--- src/rtl/core/fdcd_pkg.sv ---
// Shared types, widths and constants for the frame difference change detector.
// No dependencies; imported by every module of the block but fdcd_ram.
`timescale 1ns / 1ps
`default_nettype none

package fdcd_pkg;

   localparam int unsigned MAX_REGION_PIXELS = 524288;
   localparam int unsigned MAX_FRAME_DIM     = 4096;

   localparam int unsigned ADDR_W   = $clog2(MAX_REGION_PIXELS);
   localparam int unsigned REGION_W = ADDR_W + 1;
   localparam int unsigned DIM_W    = 13;
   localparam int unsigned POS_W    = 12;
   localparam int unsigned PCT_W    = 7;
   localparam int unsigned CHAN_W   = 8;
   localparam int unsigned PIXEL_W  = 3 * CHAN_W;
   localparam int unsigned DIV_W    = REGION_W + PCT_W;

   localparam int unsigned CSR_INDEX_W = 3;
   localparam int unsigned CSR_DATA_W  = DIM_W;

   localparam logic [CSR_INDEX_W-1:0] REG_FRAME_WIDTH  = 3'd0;
   localparam logic [CSR_INDEX_W-1:0] REG_FRAME_HEIGHT = 3'd1;
   localparam logic [CSR_INDEX_W-1:0] REG_ROI_LEFT     = 3'd2;
   localparam logic [CSR_INDEX_W-1:0] REG_ROI_TOP      = 3'd3;
   localparam logic [CSR_INDEX_W-1:0] REG_ROI_WIDTH    = 3'd4;
   localparam logic [CSR_INDEX_W-1:0] REG_ROI_HEIGHT   = 3'd5;
   localparam logic [CSR_INDEX_W-1:0] REG_PCT_LIMIT    = 3'd6;
   localparam logic [CSR_INDEX_W-1:0] REG_RUNNING      = 3'd7;

   localparam logic [DIM_W-1:0] FRAME_WIDTH_RESET  = 13'd640;
   localparam logic [DIM_W-1:0] FRAME_HEIGHT_RESET = 13'd480;
   localparam logic [DIM_W-1:0] ROI_WIDTH_RESET    = 13'd640;
   localparam logic [DIM_W-1:0] ROI_HEIGHT_RESET   = 13'd480;
   localparam logic [PCT_W-1:0] PCT_LIMIT_RESET    = 7'd70;
   localparam logic [DIM_W-1:0] DIM_MAX            = DIM_W'(MAX_FRAME_DIM);
   localparam logic [REGION_W-1:0] REGION_LIMIT    = REGION_W'(MAX_REGION_PIXELS);

   localparam int unsigned GRAY_WEIGHT_W = 14;
   localparam int unsigned GRAY_PROD_W   = CHAN_W + GRAY_WEIGHT_W;
   localparam int unsigned GRAY_SUM_W    = GRAY_PROD_W + 1;
   localparam int unsigned GRAY_W        = GRAY_SUM_W - GRAY_WEIGHT_W;
   localparam logic [GRAY_WEIGHT_W-1:0] GRAY_WEIGHT_RED   = 14'd4899;
   localparam logic [GRAY_WEIGHT_W-1:0] GRAY_WEIGHT_GREEN = 14'd9617;
   localparam logic [GRAY_WEIGHT_W-1:0] GRAY_WEIGHT_BLUE  = 14'd1868;
   localparam logic [GRAY_SUM_W-1:0]    GRAY_ROUND        = 23'd8192;
   localparam logic [GRAY_W-1:0]        GRAY_LIMIT        = 9'd30;

   localparam logic [PCT_W-1:0] PCT_SCALE = 7'd100;

   typedef struct packed {
      logic [CHAN_W-1:0] blue;
      logic [CHAN_W-1:0] green;
      logic [CHAN_W-1:0] red;
      logic              frame_end;
   } req_word_type;

   typedef struct packed {
      logic [PCT_W-1:0] change_percent;
      logic             compared;
      logic             change_latched;
   } rsp_word_type;

   typedef struct packed {
      logic [DIM_W-1:0]    fw;
      logic [DIM_W-1:0]    fh;
      logic [POS_W-1:0]    left;
      logic [POS_W-1:0]    top;
      logic [DIM_W-1:0]    col_end;
      logic [DIM_W-1:0]    line_end;
      logic [REGION_W-1:0] area;
   } geom_type;

   typedef struct packed {
      logic latch;
      logic busy;
   } ctrl_status_type;

endpackage

`default_nettype wire

--- src/rtl/core/fdcd_diff.sv ---
// Difference stage: absolute channel difference, weighted gray and threshold.
// Depends on fdcd_pkg; fed by the store read data.
`timescale 1ns / 1ps
`default_nettype none

module fdcd_diff import fdcd_pkg::*; (
   input  logic               clock,
   input  logic               reset,
   input  logic               cmp_en,
   input  logic [PIXEL_W-1:0] cur_pixel,
   input  logic [PIXEL_W-1:0] prev_pixel,
   output logic               hit
);

   logic               en_ff, en_in;
   logic               hit_ff, hit_in;
   logic [PIXEL_W-1:0] cur_ff;

   logic [CHAN_W-1:0]      db, dg, dr;
   logic [GRAY_PROD_W-1:0] pb, pg, pr;
   logic [GRAY_SUM_W-1:0]  sum;
   logic [GRAY_W-1:0]      gray;

   function automatic logic [CHAN_W-1:0] abs_diff(input logic [CHAN_W-1:0] a,
                                                  input logic [CHAN_W-1:0] b);
      return (a > b) ? a - b : b - a;
   endfunction

   always_comb begin
      db   = abs_diff(cur_ff[CHAN_W-1:0], prev_pixel[CHAN_W-1:0]);
      dg   = abs_diff(cur_ff[2*CHAN_W-1:CHAN_W], prev_pixel[2*CHAN_W-1:CHAN_W]);
      dr   = abs_diff(cur_ff[3*CHAN_W-1:2*CHAN_W], prev_pixel[3*CHAN_W-1:2*CHAN_W]);
      pb   = {{GRAY_WEIGHT_W{1'b0}}, db} * {{CHAN_W{1'b0}}, GRAY_WEIGHT_BLUE};
      pg   = {{GRAY_WEIGHT_W{1'b0}}, dg} * {{CHAN_W{1'b0}}, GRAY_WEIGHT_GREEN};
      pr   = {{GRAY_WEIGHT_W{1'b0}}, dr} * {{CHAN_W{1'b0}}, GRAY_WEIGHT_RED};
      sum  = {1'b0, pr} + {1'b0, pg} + {1'b0, pb} + GRAY_ROUND;
      gray = sum[GRAY_SUM_W-1:GRAY_WEIGHT_W];
      en_in  = cmp_en;
      hit_in = en_ff && (gray > GRAY_LIMIT);
   end

   always_ff @(posedge clock) begin
      if (reset) begin
         en_ff  <= 1'b0;
         hit_ff <= 1'b0;
      end else begin
         en_ff  <= en_in;
         hit_ff <= hit_in;
      end
      cur_ff <= cur_pixel;
   end

   assign hit = hit_ff;

endmodule

`default_nettype wire

--- config.mk ---
export PLATFORM = sky130hd
export DESIGN_NAME = fdcd_diff
export DESIGN_NICKNAME = d
export VERILOG_FILES = /design/src/rtl/core/fdcd_pkg.sv /design/src/rtl/core/fdcd_diff.sv
export SDC_FILE = /design/constraint.sdc
export NUM_CORES = 1
export LEC_CHECK = 0
export BUFFER_PORTS_ARGS = -buffer_cell sky130_fd_sc_hd__buf_2
export CELL_PAD_IN_SITES_DETAIL_PLACEMENT = 1
export CELL_PAD_IN_SITES_GLOBAL_PLACEMENT = 1
export CORE_MARGIN = 2
export CORE_UTILIZATION = 34
export CTS_CLUSTER_SIZE = 25
export DETAILED_ROUTE_END_ITERATION = 8
export PLACE_DENSITY_LB_ADDON = 0.2
export SETUP_SLACK_MARGIN = 0.15
export SLEW_MARGIN = 25
export SYNTH_ARGS = -nofsm -noshare
export SYNTH_HDL_FRONTEND = slang
export SYNTH_SLANG_ARGS = --single-unit
--- constraint.sdc ---
create_clock -name clock -period 18.75 [get_ports clock]
set_clock_uncertainty 0.2 [all_clocks]
set_input_delay 0.9375 -clock clock [delete_from_list [all_inputs] [get_ports clock]]
set_output_delay 0.9375 -clock clock [all_outputs]
set_load 0.02 [all_outputs]
# Word-level counts from Yosys, hierarchy flattened
# Index checks and enable logic that the tools add are counted.
# Widths: inputs -> output; s select.
# classes
mux	3
n_reduce_logical	1
order_cmp	4
add_sub_neg	9
mul	3
# op_table
cell	n
$sub 8x8->8	6
$gt 8x8->1	3
$mux 8	3
$add 21x22->23	1
$add 23x14->23 const B	1
$add 23x19->23	1
$mul 8x14->22 const B	1
$mul 8x13->21 const B	1
$mul 8x9->17 const B	1
$gt 9x5->1 const B	1
$logic_and 1x1->1	1
# totals
reg_bits	26
word_cells	23

# Depth between registers and ports, before layout
# logic_depth
depth_word	8
ltp_mapped	42
ltp_nobuf	42

# Least setup slack after synthesis
# OpenSTA, ideal clock, no wires.
# synth_path
kind	input -> register
startpoint	input port prev_pixel[0]
endpoint	register hit_ff (netlist: hit)
stages	39
path_buffers	0
arrival_time_ns	10.189
slack_ns	8.270
cell_sequence	ha_1 > inv_1 > fa_1 > nand3_1 > a21oi_1 > o21ai_4 > mux2i_1 > a21boi_0 > o21ai_0 > xnor2_1 > ha_1 > ha_1 > inv_1 > fa_1 > fa_1 > inv_1 > ha_1 > nor3b_1 > (+3 left out) > a21boi_0 > nor2_1 > xnor2_1 > ha_1 > ha_1 > fa_1 > inv_1 > fa_1 > fa_1 > inv_1 > ha_1 > a21o_1 > a222oi_1 > or3b_1 > a2111oi_2 > nand4_1 > or4_1 > a311oi_1
# synth_via
elab_chain_cells	7
# synth_rtl
element	line	text
start: declaration	fdcd_diff.sv:11	input logic [PIXEL_W-1:0] prev_pixel,
$sub 8x8->8 or $gt 8x8->1 (tied branches)	fdcd_diff.sv:26	return (a > b) ? a - b : b - a;
$mux 8 *	fdcd_diff.sv:26	
$mul 8x9->17 *	fdcd_diff.sv:33	pb = {{GRAY_WEIGHT_W{1'b0}}, db} * {{CHAN_W{1'b0}}, GRAY_WEIGHT_BLUE};
$add 23x19->23 *	fdcd_diff.sv:36	sum = {1'b0, pr} + {1'b0, pg} + {1'b0, pb} + GRAY_ROUND;
$add 23x14->23 *	fdcd_diff.sv:36	
$gt 9x5->1 *	fdcd_diff.sv:39	hit_in = en_ff && (gray > GRAY_LIMIT);
$logic_and 1x1->1 *	fdcd_diff.sv:39	
end signal: assignment	fdcd_diff.sv:48	hit_ff <= hit_in;
end: declaration	fdcd_diff.sv:16	logic hit_ff, hit_in;
# Mark *: on every way between the ends. The rest lies on a longest branch, timed or not.
# A chain may end at the register's enable or synchronous reset.

# Final worst setup path
# Same ends and word-level chain as after synthesis.

==> impl_results.md <==
- H-tree depth: 1
- TritonCTS clock tree: done
- Layout cells sized above 1: 0.0828
- Pin count of the biggest net entering global routing: 16
- Worst Path Max Fanout: 8
- Clock Latency Late Sink: 270 ps
- Synthesized area per cell: 8.84 um2
- Critical R2R Capture: hit
- Reg2reg start: cur_ff[0]
- Total CTS buffers: 3
- RSZ-0062 raised after global routing: no
- Fmax: 89.9 MHz
- Worst min path class: reg2reg
- Initial core utilization: 0.349
- Slew @ Worst Pin: 937 ps
- Max Root-Sink Buffers: 2
- Post-CTS Hold Fix Bufs: 0
- Mapped Area: 0.00766 mm2
- Worst R2R Path Depth: 40
- Core area: 0.0220 mm2
- CP Launch Type: input pin
- Vias/cell: 4.67
- Total wire length: 17,100 um
- GRT Total Usage: 0.151
- NumNets Final: 1,252
- # Post-CTS Setup Buffers: 0
- PostCTS Resize Cnt: 0
- # clock sinks: 26
- Site Rows: 54
- First-pass GRT wire length: 28,800 um
- WL/cell: 14.3 um
- Hold Path End: hit
- Num ports: 52
- Syn Inst Count: 866
- DR vias: 5,595
- Slew margin rel.: 0.371
- CP max stage delay: 550 ps
- DRT antenna net count: 0
- Max Cap Viol: 0
- Post-synth cell types: 59
- Root buffer cell: clkbuf_16
- Final Cycle Share: 0.593
- DRT Pass-1 Iters: 4
- Area Overhead vs Synth: 9.18%
- Synth Warn #: 0
- Crit Path Category: in2reg
- Setup crit end kind: flop
- Most common cell on crit path: ha_1
- Max stage delay cell, worst path: fa_1
- Data arrival time of the worst path: 11,110 ps
- Synth Net Count: 1,199
- Flop2flop setup slack: 8020 ps
- Area leader, netlist: ha_1
- Share of the synthesized area in the top cell type: 0.312
- Vias in the first global route: 5,911
- Clock slew at reported path FFs: 80 ps
- Initial antenna violation count: 0
- Hold Crit Depth: 2
- Sequential fraction of the synthesis area: 0.0680
- Async SR Flop Fraction: 0
- Input/output buffers: 51
- Ant diodes: 0
- Post-synth EDFFs: 0
- Fin crit period: 11,120 ps
- Residual DRC count: 0
- Final setup vio count: 0
- Top FF cell, synth: dfxtp_1
- Die X: 154 um
- Die Height: 154 um
- Die area: 0.0237 mm2
- Outcome: complete, no violations
- DRT iter0 DRCs: 160
- CP required: 18,740 ps
- Global route overflow: 0
- Gpl congestion: 0.778
- Setup TNS: 0 ps
- Seq cells post-synth: 26
- Pins Over Slew Limit: 0
- Synth area leaders: ha_1 (31%), fa_1 (24%), inv_1 (13%)
- Final hold vios: 0
- DP HPWL: 15,800 um
- Min-delay src: en_ff
[synth_stat cells (8+ instances only)]
cell type,number
xor2_1,10
o21ai_0,27
fa_1,91
mux2i_1,14
nor2_1,22
a21oi_1,37
nand2_1,24
nand3_1,8
inv_1,270
nor3_1,8
xnor2_1,21
dfxtp_1,26
ha_1,191
a21o_1,13
[critical path, delay by kind of cell]
kind	cells	cell delay [ps]
adders and majority gates	13	4900
xor gates and xnor gates	2	490
and+or+nand+nor	6	1460
AOI/OAI and AO/OA	12	2720
buffers and inverters	6	340
muxes	1	260
[cells in the final DEF (no fill, tap or decap), types with 21 or more instances in the layout]
cell type	synthesis	routed
nor2_1	22	22
xnor2_1	21	21
o21ai_0	27	27
nand2_1	24	24
ha_1	191	191
fa_1	91	91
a21oi_1	37	37
inv_1	270	270
buf_2	2	51
dfxtp_1	26	26
[logic make-up (layout without fill, tap and decap cells)]
group                    count (synthesis)  count (layout)  share of synthesized area
multiplexers                            21              21                     0.0286
buffers and inverters                  275             327                      0.135
AND/OR/NAND/NOR                        103             103                     0.0699
XOR/XNOR                                32              32                     0.0384
flip-flops                              26              26                     0.0680
AO/OA/AOI/OAI                          127             127                      0.110
adder cells (fa/ha/maj)                282             282                      0.550
[per-stage QoR]
step                      cells   util  setup slack, ps  hold WS [ps]  cell area, um2
after floorplan             866      -             8270           194            7660
after global placement     1194  0.376             7510           200            8250
after detailed placement   1194  0.376             7330           210            8250
after CTS                  1198  0.381             7610           222            8360
after global routing       1198  0.381             6910           259            8360
final                      1198  0.381             7630           216            8360
[per-layer routing]
layer  vias to the layer above  part of all wire  global-route usage
met5                         -                 0                   0
met4                         0            0.0068              0.0240
met3                         5             0.014             0.00676
met2                        44              0.47               0.262
met1                      2683              0.51               0.211
li1                       2863                 -                   -
[flip-flops by register name (all words and copies together) (netlist names)]
signal / flops
cur_ff: 24
en_ff: 1
hit: 1
[final cells by class]
type	instances	area, um2
fill	2633	13600
multi-input combinational	565	6100
inverter	270	1010
sequential	26	520
tap	280	350
timing repair buffer	53	270
clock buffer	3	75.1
clock inverter	1	30.0
[worst max path at each step]
stage / cells past startpoint / slack [ps] / from / endpoint
CTS: 40 / 7610 / prev_pixel[0] / hit
detailed placement: 41 / 7330 / prev_pixel[0] / hit
finish: 40 / 7630 / prev_pixel[0] / hit
floorplan: 39 / 8270 / prev_pixel[0] / hit
global placement: 40 / 7510 / prev_pixel[0] / hit
global route: 41 / 6910 / prev_pixel[0] / hit
Power is left out: the tool's default activity adds up to more than one toggle a clock period on the data nets, which glitch-free logic cannot reach.
