## src/rtl/core/fdcd_pkg.sv

```systemverilog
// Shared types, widths and constants for the frame difference change detector.
// No dependencies; imported by every module of the block but fdcd_ram.
`timescale 1ns / 1ps
`default_nettype none

package fdcd_pkg;

   localparam int unsigned MAX_REGION_PIXELS = 524288;
   localparam int unsigned MAX_FRAME_DIM     = 4096;

   localparam int unsigned ADDR_W   = $clog2(MAX_REGION_PIXELS);
   localparam int unsigned REGION_W = ADDR_W + 1;
   localparam int unsigned DIM_W    = 13;
   localparam int unsigned POS_W    = 12;
   localparam int unsigned PCT_W    = 7;
   localparam int unsigned CHAN_W   = 8;
   localparam int unsigned PIXEL_W  = 3 * CHAN_W;
   localparam int unsigned DIV_W    = REGION_W + PCT_W;

   localparam int unsigned CSR_INDEX_W = 3;
   localparam int unsigned CSR_DATA_W  = DIM_W;

   localparam logic [CSR_INDEX_W-1:0] REG_FRAME_WIDTH  = 3'd0;
   localparam logic [CSR_INDEX_W-1:0] REG_FRAME_HEIGHT = 3'd1;
   localparam logic [CSR_INDEX_W-1:0] REG_ROI_LEFT     = 3'd2;
   localparam logic [CSR_INDEX_W-1:0] REG_ROI_TOP      = 3'd3;
   localparam logic [CSR_INDEX_W-1:0] REG_ROI_WIDTH    = 3'd4;
   localparam logic [CSR_INDEX_W-1:0] REG_ROI_HEIGHT   = 3'd5;
   localparam logic [CSR_INDEX_W-1:0] REG_PCT_LIMIT    = 3'd6;
   localparam logic [CSR_INDEX_W-1:0] REG_RUNNING      = 3'd7;

   localparam logic [DIM_W-1:0] FRAME_WIDTH_RESET  = 13'd640;
   localparam logic [DIM_W-1:0] FRAME_HEIGHT_RESET = 13'd480;
   localparam logic [DIM_W-1:0] ROI_WIDTH_RESET    = 13'd640;
   localparam logic [DIM_W-1:0] ROI_HEIGHT_RESET   = 13'd480;
   localparam logic [PCT_W-1:0] PCT_LIMIT_RESET    = 7'd70;
   localparam logic [DIM_W-1:0] DIM_MAX            = DIM_W'(MAX_FRAME_DIM);
   localparam logic [REGION_W-1:0] REGION_LIMIT    = REGION_W'(MAX_REGION_PIXELS);

   localparam int unsigned GRAY_WEIGHT_W = 14;
   localparam int unsigned GRAY_PROD_W   = CHAN_W + GRAY_WEIGHT_W;
   localparam int unsigned GRAY_SUM_W    = GRAY_PROD_W + 1;
   localparam int unsigned GRAY_W        = GRAY_SUM_W - GRAY_WEIGHT_W;
   localparam logic [GRAY_WEIGHT_W-1:0] GRAY_WEIGHT_RED   = 14'd4899;
   localparam logic [GRAY_WEIGHT_W-1:0] GRAY_WEIGHT_GREEN = 14'd9617;
   localparam logic [GRAY_WEIGHT_W-1:0] GRAY_WEIGHT_BLUE  = 14'd1868;
   localparam logic [GRAY_SUM_W-1:0]    GRAY_ROUND        = 23'd8192;
   localparam logic [GRAY_W-1:0]        GRAY_LIMIT        = 9'd30;

   localparam logic [PCT_W-1:0] PCT_SCALE = 7'd100;

   typedef struct packed {
      logic [CHAN_W-1:0] blue;
      logic [CHAN_W-1:0] green;
      logic [CHAN_W-1:0] red;
      logic              frame_end;
   } req_word_type;

   typedef struct packed {
      logic [PCT_W-1:0] change_percent;
      logic             compared;
      logic             change_latched;
   } rsp_word_type;

   typedef struct packed {
      logic [DIM_W-1:0]    fw;
      logic [DIM_W-1:0]    fh;
      logic [POS_W-1:0]    left;
      logic [POS_W-1:0]    top;
      logic [DIM_W-1:0]    col_end;
      logic [DIM_W-1:0]    line_end;
      logic [REGION_W-1:0] area;
   } geom_type;

   typedef struct packed {
      logic latch;
      logic busy;
   } ctrl_status_type;

endpackage

`default_nettype wire

```

## src/rtl/core/fdcd_geom.sv

```systemverilog
// Configuration registers and region geometry, with a serial divider for the
// height limit of the store. Depends on fdcd_pkg.
`timescale 1ns / 1ps
`default_nettype none

module fdcd_geom import fdcd_pkg::*; (
   input  logic                   clock,
   input  logic                   reset,
   input  logic                   csr_write,
   input  logic [CSR_INDEX_W-1:0] csr_index,
   input  logic [CSR_DATA_W-1:0]  csr_data,
   output geom_type               geom,
   output logic                   geom_ready,
   output logic [PCT_W-1:0]       limit,
   output logic                   running
);

   localparam int unsigned STEP_W   = $clog2(REGION_W + 2);
   localparam logic [STEP_W-1:0] STEP_MIN  = STEP_W'(REGION_W);
   localparam logic [STEP_W-1:0] STEP_LAST = STEP_W'(REGION_W + 1);
   localparam logic [STEP_W-1:0] BIT_TOP   = STEP_W'(REGION_W - 1);

   logic [DIM_W-1:0] frame_width_ff, frame_height_ff, roi_width_ff, roi_height_ff;
   logic [POS_W-1:0] roi_left_ff, roi_top_ff;
   logic [PCT_W-1:0] limit_ff;
   logic             running_ff;

   logic [STEP_W-1:0]   step_ff, step_in;
   logic                ready_ff, ready_in;
   logic [DIM_W-1:0]    rem_ff, rem_in;
   logic [REGION_W-1:0] quot_ff, quot_in;
   logic [DIM_W-1:0]    rh_ff, rh_in;
   geom_type            geom_ff, geom_in;

   logic [DIM_W-1:0]    fw, fh, rw0, rh0, span_w, span_h, rw, rh1;
   logic [POS_W-1:0]    left, top;
   logic [STEP_W-1:0]   bit_idx;
   logic [DIM_W:0]      rem_sh, rem_diff;
   logic [2*DIM_W-1:0]  area_full;

   always_ff @(posedge clock) begin
      if (reset) begin
         frame_width_ff  <= FRAME_WIDTH_RESET;
         frame_height_ff <= FRAME_HEIGHT_RESET;
         roi_left_ff     <= '0;
         roi_top_ff      <= '0;
         roi_width_ff    <= ROI_WIDTH_RESET;
         roi_height_ff   <= ROI_HEIGHT_RESET;
         limit_ff        <= PCT_LIMIT_RESET;
         running_ff      <= 1'b0;
      end else if (csr_write) begin
         case (csr_index)
            REG_FRAME_WIDTH:  frame_width_ff  <= csr_data;
            REG_FRAME_HEIGHT: frame_height_ff <= csr_data;
            REG_ROI_LEFT:     roi_left_ff     <= csr_data[POS_W-1:0];
            REG_ROI_TOP:      roi_top_ff      <= csr_data[POS_W-1:0];
            REG_ROI_WIDTH:    roi_width_ff    <= csr_data;
            REG_ROI_HEIGHT:   roi_height_ff   <= csr_data;
            REG_PCT_LIMIT:    limit_ff        <= csr_data[PCT_W-1:0];
            REG_RUNNING:      running_ff      <= csr_data[0];
            default: ;
         endcase
      end
   end

   always_comb begin
      fw = (frame_width_ff == '0) ? DIM_W'(1) :
           (frame_width_ff > DIM_MAX) ? DIM_MAX : frame_width_ff;
      fh = (frame_height_ff == '0) ? DIM_W'(1) :
           (frame_height_ff > DIM_MAX) ? DIM_MAX : frame_height_ff;
      left = ({1'b0, roi_left_ff} < fw) ? roi_left_ff : POS_W'(fw - DIM_W'(1));
      top  = ({1'b0, roi_top_ff} < fh) ? roi_top_ff : POS_W'(fh - DIM_W'(1));
      rw0    = (roi_width_ff == '0) ? DIM_W'(1) : roi_width_ff;
      rh0    = (roi_height_ff == '0) ? DIM_W'(1) : roi_height_ff;
      span_w = fw - {1'b0, left};
      span_h = fh - {1'b0, top};
      rw     = (rw0 > span_w) ? span_w : rw0;
      rh1    = (rh0 > span_h) ? span_h : rh0;
      bit_idx   = BIT_TOP - step_ff;
      rem_sh    = {rem_ff, REGION_LIMIT[bit_idx]};
      rem_diff  = rem_sh - {1'b0, rw};
      area_full = {{DIM_W{1'b0}}, rw} * {{DIM_W{1'b0}}, rh_ff};

      step_in  = step_ff;
      ready_in = ready_ff;
      rem_in   = rem_ff;
      quot_in  = quot_ff;
      rh_in    = rh_ff;
      geom_in  = geom_ff;

      if (csr_write) begin
         step_in  = '0;
         ready_in = 1'b0;
         rem_in   = '0;
      end else if (!ready_ff) begin
         step_in = step_ff + STEP_W'(1);
         if (step_ff < STEP_MIN) begin
            if (rem_sh >= {1'b0, rw}) begin
               rem_in  = rem_diff[DIM_W-1:0];
               quot_in = {quot_ff[REGION_W-2:0], 1'b1};
            end else begin
               rem_in  = rem_sh[DIM_W-1:0];
               quot_in = {quot_ff[REGION_W-2:0], 1'b0};
            end
         end else if (step_ff == STEP_MIN) begin
            rh_in = ({{(REGION_W-DIM_W){1'b0}}, rh1} > quot_ff) ?
                    quot_ff[DIM_W-1:0] : rh1;
         end else begin
            geom_in.fw       = fw;
            geom_in.fh       = fh;
            geom_in.left     = left;
            geom_in.top      = top;
            geom_in.col_end  = {1'b0, left} + rw;
            geom_in.line_end = {1'b0, top} + rh_ff;
            geom_in.area     = area_full[REGION_W-1:0];
            ready_in         = (step_ff == STEP_LAST);
         end
      end
   end

   always_ff @(posedge clock) begin
      if (reset) begin
         step_ff  <= '0;
         ready_ff <= 1'b0;
         rem_ff   <= '0;
      end else begin
         step_ff  <= step_in;
         ready_ff <= ready_in;
         rem_ff   <= rem_in;
      end
      quot_ff <= quot_in;
      rh_ff   <= rh_in;
      geom_ff <= geom_in;
   end

   assign geom       = geom_ff;
   assign geom_ready = ready_ff;
   assign limit      = limit_ff;
   assign running    = running_ff;

endmodule

`default_nettype wire

```

## config.mk

```make
export PLATFORM = sky130hd
export DESIGN_NAME = fdcd_geom
export DESIGN_NICKNAME = d
export VERILOG_FILES = /design/src/rtl/core/fdcd_pkg.sv /design/src/rtl/core/fdcd_geom.sv
export SDC_FILE = /design/constraint.sdc
export NUM_CORES = 1
export LEC_CHECK = 0
export ABC_AREA = 1
export BUFFER_PORTS_ARGS = -buffer_cell sky130_fd_sc_hd__clkbuf_2
export CORE_UTILIZATION = 50
export DETAILED_ROUTE_END_ITERATION = 8
export PLACE_DENSITY = 0.68
export SETUP_SLACK_MARGIN = 0.4
export SLEW_MARGIN = 15
export SYNTH_ARGS = -nofsm -noshare
export SYNTH_HDL_FRONTEND = slang
export SYNTH_SLANG_ARGS = --single-unit
```

## constraint.sdc

```tcl
create_clock -name clock -period 14.65 [get_ports clock]
set_input_delay 2.93 -clock clock [delete_from_list [all_inputs] [get_ports clock]]
set_output_delay 2.93 -clock clock [all_outputs]
set_load 0.03 [all_outputs]
```

### Yosys cells after proc, flatten, opt, wreduce, memory -nomap -nowiden

Memories as Yosys holds them, arrays and structs flattened.
Index checks and enable logic that the tools add are counted.

| word-level totals | value |
|---|---|
| bits in registers | 232 |
| memories | 1 |
| word-level logic and storage cells | 89 |
| memory bits (read-only) | 32 |
| output and inout port bits | 105 |
| bits of input ports | 19 |

Memory list:

| memory | words | bits a word | read ports | clocked after Yosys merged registers in | wr ports | line | source |
|---|---|---|---|---|---|---|---|
| (no name shown) | 32 | 1 | 1 | 0 | 0 | fdcd_geom.sv:80 | `rem_sh = {rem_ff, REGION_LIMIT[bit_idx]};` |

| operators by class | value |
|---|---|
| order comparisons | 10 |
| bitwise gates (word level) | 4 |
| $add $sub $neg | 9 |
| multipliers | 1 |
| equality and inequality tests | 9 |
| reductions and logical operators | 18 |
| mux-type cells | 17 |

Operators with widths:

| kind | count |
|---|---|
| 13-bit two-way mux | 10 |
| 13-bit logical NOT | 4 |
| 12-bit by 13-bit adder with 13-bit output | 2 |
| 13-bit greater-than comparator | 2 |
| 13-bit greater-than comparator, second input constant | 2 |
| 12-bit by 13-bit < comparator with 1-bit output | 2 |
| 13-bit by 12-bit subtractor with 13-bit output | 2 |
| 12-bit two-way mux | 2 |
| 12-bit by 1-bit subtractor with 12-bit output, second input constant | 2 |
| 13-bit by 20-bit greater-than comparator with 1-bit output | 1 |
| 13-bit by 13-bit multiplier with 20-bit output | 1 |
| 2-bit AND reduction | 9 |
| 14-bit by 13-bit >= comparator with 1-bit output | 1 |
| 13-bit subtractor | 1 |
| 3-bit equality test, second input constant | 4 |
| 5-bit equality test, second input constant | 2 |
| 4-bit AND reduction | 2 |
| 3-bit by 2-bit equality test with 1-bit output, second input constant | 2 |
| 5-bit by 6-bit < comparator with 1-bit output, second input constant | 1 |
| 5-bit by 1-bit adder with 5-bit output, second input constant | 1 |
| 5-bit < comparator, second input constant | 1 |
| 1-bit two-way mux | 5 |
| 5-bit subtractor, first input constant | 1 |
| 1-bit NOT | 4 |
| other kinds (4) | 4 |

### Logic depth before layout (Yosys ltp)

Gate-level depths: netlist of run 1.

| depth | value |
|---|---|
| word-level depth | 10 |
| gate-level depth with buffers | 74 |
| mapped depth without buffers | 71 |

### Worst setup path after synthesis of run 1

No wires, ideal clock.

| timing | value |
|---|---|
| path kind | reg-to-reg |
| start | register frame_width_ff[3] |
| end | register geom_ff (netlist bit geom[19]) (data pin) |
| clock period less this slack | 10.318 ns |
| stages on the path, launching flop included | 69 |
| data required time | 14.398 ns |
| setup time | 0.252 ns |
| slack | 4.332 ns |
| arrival time | 10.066 ns |
| path buffers | 3 |
| path through | dfxtp_1 -> nor2_1 -> nand2_1 -> nor2_1 -> nand2_2 -> a21oi_4 -> inv_2 -> ha_1 -> a21oi_1 -> o21ai_0 -> a21oi_1 -> nand2_4 -> buf_6 -> clkbuf_1 -> nand2_1 -> o21ai_0 -> ha_1 -> fa_1 -> [33 not listed] -> o21ai_0 -> a21oi_1 -> o21bai_1 -> nand2_1 -> inv_1 -> nand2_1 -> nand2_1 -> nand2_1 -> nand2_1 -> a21oi_1 -> inv_1 -> nand2_1 -> nand2_1 -> nand2_1 -> nand2_1 -> inv_1 -> nand2_1 -> nand2_1 |

| between the ends | value |
|---|---|
| word-level cells in the longest chain between the ends | 9 |
| elaborated cells between the ends (all ways) | 11 |
| those cells by class | 2 x add/sub; 1 x mul; 3 x order compare; 4 x mux; 1 x reduce/logical |

RTL lines:

| item | line | source |
|---|---|---|
| from (decl) | fdcd_geom.sv:23 | `logic [DIM_W-1:0] frame_width_ff, frame_height_ff, roi_width_ff, roi_height_ff;` |
| from (signal assigned) | fdcd_geom.sv:53 | `REG_FRAME_WIDTH: frame_width_ff <= csr_data;` |
| 13-bit greater-than comparator | fdcd_geom.sv:68 | `(frame_width_ff > DIM_MAX) ? DIM_MAX : frame_width_ff;` |
| 13-bit two-way mux | fdcd_geom.sv:68 |  |
| 13-bit two-way mux (*) | fdcd_geom.sv:67 | `fw = (frame_width_ff == '0) ? DIM_W'(1) :` |
| net fw[6] | fdcd_geom.sv:35 | `logic [DIM_W-1:0] fw, fh, rw0, rh0, span_w, span_h, rw, rh1;` |
| 12-bit by 13-bit < comparator with 1-bit output (*) | fdcd_geom.sv:71 | `left = ({1'b0, roi_left_ff} < fw) ? roi_left_ff : POS_W'(fw - DIM_W'(1));` |
| 12-bit two-way mux (*) | fdcd_geom.sv:71 |  |
| net left[0] | fdcd_geom.sv:36 | `logic [POS_W-1:0] left, top;` |
| 13-bit by 12-bit subtractor with 13-bit output (*) | fdcd_geom.sv:75 | `span_w = fw - {1'b0, left};` |
| 13-bit greater-than comparator | fdcd_geom.sv:77 | `rw = (rw0 > span_w) ? span_w : rw0;` |
| 13-bit two-way mux (*) | fdcd_geom.sv:77 |  |
| 13-bit by 13-bit multiplier with 20-bit output (*) | fdcd_geom.sv:82 | `area_full = {{DIM_W{1'b0}}, rw} * {{DIM_W{1'b0}}, rh_ff};` |
| net area_full[19] | fdcd_geom.sv:39 | `logic [2*DIM_W-1:0] area_full;` |
| to (signal assigned) | fdcd_geom.sv:133 | `geom_ff <= geom_in;` |
| to (decl) | fdcd_geom.sv:33 | `geom_type geom_ff, geom_in;` |

Mark *: on every way through the listed nets, which the timed path passes. The rest lies on a longest branch.
A chain may end at the register's enable or synchronous reset.

### Final worst setup path of run 1

| timing | value |
|---|---|
| start | register frame_width_ff[4] |
| end | register geom_ff (netlist bit geom[19]) (data pin) |

Same word-level chain as after synthesis.

==> flow_summary.ini, run 1 <==
[final_layout]
nets = 2569
finalNonFillerCells = 2749
drive_gt1_frac = 0.1066
stdcell_area_sq_mm = 0.01991
synthToLayoutAreaGrowth_pct = 10.38
num_antenna_cells = 0

[placed_design]
dp_hpwl_mm = 37.36
place_area_sq_mm = 0.01899
gp_congestion = 0.9339
place.port_buffers = 123
dpl.cell_count = 2699

[pwr]
power_frac_seq = 0.186
p_per_area_mw_per_mm2 = 245.6
power.share.combinational = 0.671
total_leakage_power_nw = 9.803
pwr-share-clk = 0.143
ir_worst_vdd_mv = 0.3773
internal_power_mw = 2.590
sw_frac_of_total = 0.4702
p_sw_mw = 2.299

[clock_network]
h-tree-depth = 1
clk_latency_ps = 570
cts_tree = yes
cts_buffer_depth = 3
postCtsSetupRepairBufs = 0
root_buffer = clkbuf_16
cts_made_buffers = 27
post_cts_resize_count = 0
clkSinkCount = 232
clk_pin_slew_ps = 60
holdBufCountCts = 0

[global_route]
grt_max_degree = 86
grt_pass1_vias = 14570
antenna_found_initial = 0
grt_usage = 0.2671
overflow = 0
grt_pass1_wl_mm = 76.00

[sta]
fmax_mhz = 81.11
fin_crit_ps = 12330
tightestPinTransition_ps = 1103
rsz0062_at_grt = no
finalCritPeriodShare = 0.8416
finalSetupTns_ps = 0
maxSlewHeadroom = 0.2648
drv_slew = 0
finalHoldViolCount = 0
fin_skew_ps = 15.47
setup_viol = 0

[floorplanning]
die_height_um = 191.9
placementRows = 69
die_width_um = 191.9
initial_core_util = 0.5070
coreArea_sq_mm = 0.03557
fp.dieArea_sq_mm = 0.03683
io_pins = 124

[drt]
drc = 0
vias_per_cell = 5.352
drt_iter0_markers = 843
drtAntennaViolNets = 0
via_count = 14710
drt-total-wl_mm = 47.79
wl_per_cell_um = 17.39
dr.pass1.iters = 5

[synth]
synth_seq_area_share = 0.3291
ys_seq_elements = 232
synth_commonest_cells = 356 x inv_1, 353 x nand2_1, 263 x nor2_1, 170 x ha_1, 158 x o21ai_0
async_reset_ff_frac = 0
synthCells = 2182
yosysTopAreaCell = edfxtp_1
yosys.area.top_type_share = 0.2148
synth_cell_types = 48
yosysWarnings = 0
synth_nets = 2484
avgSynthCellArea_sq_um = 8.265
synth_most_common_cell = inv_1
synth_edf_count = 129
synth_area_sq_mm = 0.01803
yosys-top-cells-area = edfxtp_1 21%, fa_1 13%, ha_1 12%
synth_ff_type = edfxtp_1

[worst_setup_path]
critPathArrivalTime_ps = 12650
cp.required_ps = 14970
start_kind = flop
crit_path_frequent_cell = nand2_1
critPathCaptureType = flop
crit_type = reg -> reg
critPathMaxStageDelay_ps = 850
worst-path-max-fanout = 24
worst_path_max_delay_cell = a21oi_1

[worst_hold_path]
hold_path.class = reg -> reg

[outcome]
status = finished clean

[run]
drv_cap = 0
cells in the final DEF (no fill, tap or decap), types with 17 or more instances in the layout:
cell type and count:
a21oi_1 129, clkbuf_16 27, clkbuf_2 123, dfxtp_1 103, edfxtp_1 129, fa_1 113, ha_1 170, inv_1 355
nand2_1 353, nand2_2 17, nand3_1 81, nand3_2 19, nand4_1 24, nor2_1 261, nor3_1 18, o21ai_0 158
xor2_1 63
power groups by stage:
stage | sequential, mW | clock [mW] | combinational (mW)
global placement | 0.919 | 0 | 3.19
global route | 0.910 | 0.740 | 3.84
CTS | 0.906 | 0.715 | 3.32
detailed placement | 0.919 | 0 | 3.31
floorplan | 0.911 | 0 | 2.60
finish | 0.907 | 0.701 | 3.28
area by class of cell:
type | instances | area, sq um
clock buffers | 30 | 686.9
clock inverters | 20 | 231.5
fillers | 3291 | 15660
multi-input cells | 1509 | 10430
inverters | 367 | 1378
well taps | 461 | 576.8
flip-flops and latches | 232 | 5936
repair buffers | 130 | 668.1
flip-flops by register name, indices dropped and copies added (netlist names):
name,cells
frame_width_ff,13
rh_ff,13
roi_left_ff,12
roi_height_ff,13
frame_height_ff,13
roi_top_ff,12
roi_width_ff,13
limit,7
step_ff,5
geom,96
geom_ready,1
quot_ff,20
rem_ff,13
running,1
final timing paths:
check / cells after the start / slack [ps] / to / from
worst max-delay path: 65 / 2320 / geom[19]$_DFFE_PP_ / frame_width_ff[4]$_SDFFE_PP0P_
worst min-delay path: 0 / 450 / quot_ff[10]$_DFFE_PP_ / quot_ff[9]$_DFFE_PP_
worst max register to register: 65 / 2320 / geom[19]$_DFFE_PP_ / frame_width_ff[4]$_SDFFE_PP0P_
worst min register to register: 0 / 450 / quot_ff[10]$_DFFE_PP_ / quot_ff[9]$_DFFE_PP_
metrics by stage:
step | setup slack (ps) | total power [mW] | hold WS, ps | utilization
6_report | 2321 | 4.889 | 449.0 | 0.5597
5_1_grt | 1132 | 5.494 | 469.7 | 0.5597
4_1_cts | 2359 | 4.945 | 451.2 | 0.5596
3_5_place_dp | 2370 | 4.224 | 438.0 | 0.5338
3_3_place_gp | 2792 | 4.113 | 433.2 | 0.5338
2_1_floorplan | 4332 | 3.510 | 426.4 | -
logic make-up after synthesis:
logic type | after synthesis | synth area share
and+or+nand+nor | 807 | 0.1937
buffers and inverters | 441 | 0.09310
AOI/OAI and AO/OA | 344 | 0.1039
adders and majority gates | 283 | 0.2434
DFF | 232 | 0.3291
xor gates and xnor gates | 75 | 0.03684
worst max-delay path: cells and delay by family, from the launching register on:
| family | cells | cell delay, ps |
|---|---|---|
| flip-flops | 1 | 350 |
| adder cells (fa/ha/maj) | 10 | 4160 |
| AND/OR/NAND/NOR | 27 | 2630 |
| XOR/XNOR | 1 | 220 |
| buffers and inverters | 12 | 1020 |
| AO/OA/AOI/OAI | 15 | 3690 |
layer usage:
| layer | GRT usage | up-vias | wire (um) |
|---|---|---|---|
| met2 | 0.4508 | 430 | 22200 |
| met1 | 0.3397 | 6957 | 21000 |
| met3 | 0.03874 | 115 | 2643 |
| li1 | - | 7212 | - |
| met4 | 0.1151 | 0 | 1949 |
| met5 | 0 | - | 0 |
Note: power is estimated with default switching activity, not from simulation.
==> run 2: changes to the inputs <==
Clock period 14.65 ns to 11.61 ns, I/O delays scaled along.
==> run 2 against run 1 <==
Cell area rose by 2.3%; register-to-register slack got worse by 1200 ps; count of clock-buffer cells in the layout fell by 1; die area did not move; utilization rose by 1.3 points; flip-flop and latch count did not move; critical path depth fell by 6; sequential share of layout area fell by 0.67 points; largest cell class unchanged; largest power group unchanged.
==> flow_summary.ini, run 2 (synthesis gave the netlist of run 1 again) <==
[drt]
drt_iter0_markers = 1008
vias_per_cell = 5.334
via_count = 14830
drt-total-wl_mm = 48.27
dr.pass1.iters = 6
wl_per_cell_um = 17.36
drtAntennaViolNets = 0
drc = 0

[pwr]
power_frac_seq = 0.175
pwr-share-clk = 0.141
power_mw = 6.559
sw_frac_of_total = 0.4663
total_leakage_power_nw = 9.989
ir_worst_vdd_mv = 0.7029
internal_power_mw = 3.500
p_per_area_mw_per_mm2 = 322.0
power.share.combinational = 0.684
p_sw_mw = 3.059

[clock_network]
cts_buffer_depth = 3
clk_pin_slew_ps = 70
cts_tree = yes
clkSinkCount = 232
clk_latency_ps = 570
holdBufCountCts = 0
h-tree-depth = 1
root_buffer = clkbuf_16
cts_made_buffers = 27

[outcome]
status = finished clean

[final_layout]
final_common_cell = inv_1
synthToLayoutAreaGrowth_pct = 12.94
drive_gt1_frac = 0.1294
num_antenna_cells = 0
final_core_utilization = 0.5726
layout_common_cells = 352 x inv_1, 348 x nand2_1, 260 x nor2_1
nets = 2600
largest_register_ffs = 96

[placed_design]
dp_hpwl_mm = 37.32
place.port_buffers = 123
gp_congestion = 0.9258

[worst_setup_path]
critPathMaxStageDelay_ps = 560
critical_path.top_delay_family = adder cells
crit_type = reg -> reg
path_buf_inv = 10
worst_path_max_delay_cell = dfxtp_1
start_kind = flop
cp.required_ps = 11940
critPathArrivalTime_ps = 10850
crit_path_frequent_cell = nand2_1
critPathCaptureType = flop
worst-path-max-fanout = 14

[sta]
maxSlewHeadroom = 0.3677
setup_viol = 0
tightestPinTransition_ps = 938.5
rsz0062_at_grt = no
fmax_mhz = 95.12
drv_slew = 0
whs_ps = 455.5
finalCritPeriodShare = 0.9055
fin_skew_ps = 12.48
fin_crit_ps = 10510
finalHoldViolCount = 0
finalSetupTns_ps = 0

[floorplanning]
coreArea_sq_mm = 0.03557
fp.dieArea_sq_mm = 0.03683
placementRows = 69
die_width_um = 191.9
initial_core_util = 0.5070
die_height_um = 191.9
io_pins = 124

[global_route]
grt_pass1_wl_mm = 75.75
overflow = 0
grt_usage = 0.2666
antenna_found_initial = 0
grt_max_degree = 86
grt_pass1_vias = 14450

[worst_hold_path]
hold_path.class = reg -> reg

[run]
drv_cap = 0
## run 2: changes by cell type in the layout (fill, tap and decap cells not counted), sizes merged
cell	change
buf	+30
bufinv	+2
clkbuf	-1
clkinv	-1
clkinvlp	+3
inv	-3
nand2	+1
## run 2: repair_timing
action                                  CTS  global route
hold endpoints to repair                  0             0
endpoints found under the setup margin    1             6
cloned                                    0             1
resized for setup                         7            33
buffers inserted                          2            20
pin swaps                                 0            10
## run 2: per-stage QoR
step	worst slack [ps]	cells	area, sq um
final	1097	2780	20370
after global routing	374.2	2780	20370
after CTS	496.5	2759	20070
after floorplan	1292	2182	18030
after detailed placement	101.7	2707	19050
after global placement	460.5	2707	19050
## run 2: layout make-up
class / count / area (sq um)
fillers: 3195 / 15200
multi-input cells: 1510 / 10590
flip-flops and latches: 232 / 5937
inverters: 367 / 1391
repair buffers: 160 / 905.9
clock buffers: 29 / 683.2
well taps: 461 / 576.8
clock inverters: 21 / 282.8
## run 2: worst paths after layout
kind                                                       from                     to  slack, ps  cells after the start
worst max-delay path            frame_width_ff[12]$_SDFFE_PP0P_     geom[19]$_DFFE_PP_       1100                     59
worst min-delay path                      quot_ff[18]$_DFFE_PP_  quot_ff[19]$_DFFE_PP_        460                      0
worst max register to register  frame_width_ff[12]$_SDFFE_PP0P_     geom[19]$_DFFE_PP_       1100                     59
worst min register to register            quot_ff[18]$_DFFE_PP_  quot_ff[19]$_DFFE_PP_        460                      0
## run 2: power by group through the flow
| stage | clock, mW | sequential (mW) | combinational [mW] |
|---|---|---|---|
| after detailed placement | 0 | 1.16 | 4.20 |
| after global placement | 0 | 1.16 | 4.06 |
| final | 0.926 | 1.14 | 4.49 |
| after global routing | 0.974 | 1.15 | 5.16 |
| after floorplan | 0 | 1.15 | 3.28 |
| after CTS | 0.946 | 1.14 | 4.28 |
## run 2: routing by layer
metal	global-route usage	vias up	part of all wire
met5	0	-	0
met4	0.08883	0	0.030
met3	0.04093	85	0.062
met2	0.4582	411	0.48
met1	0.3407	7064	0.43
li1	-	7268	-
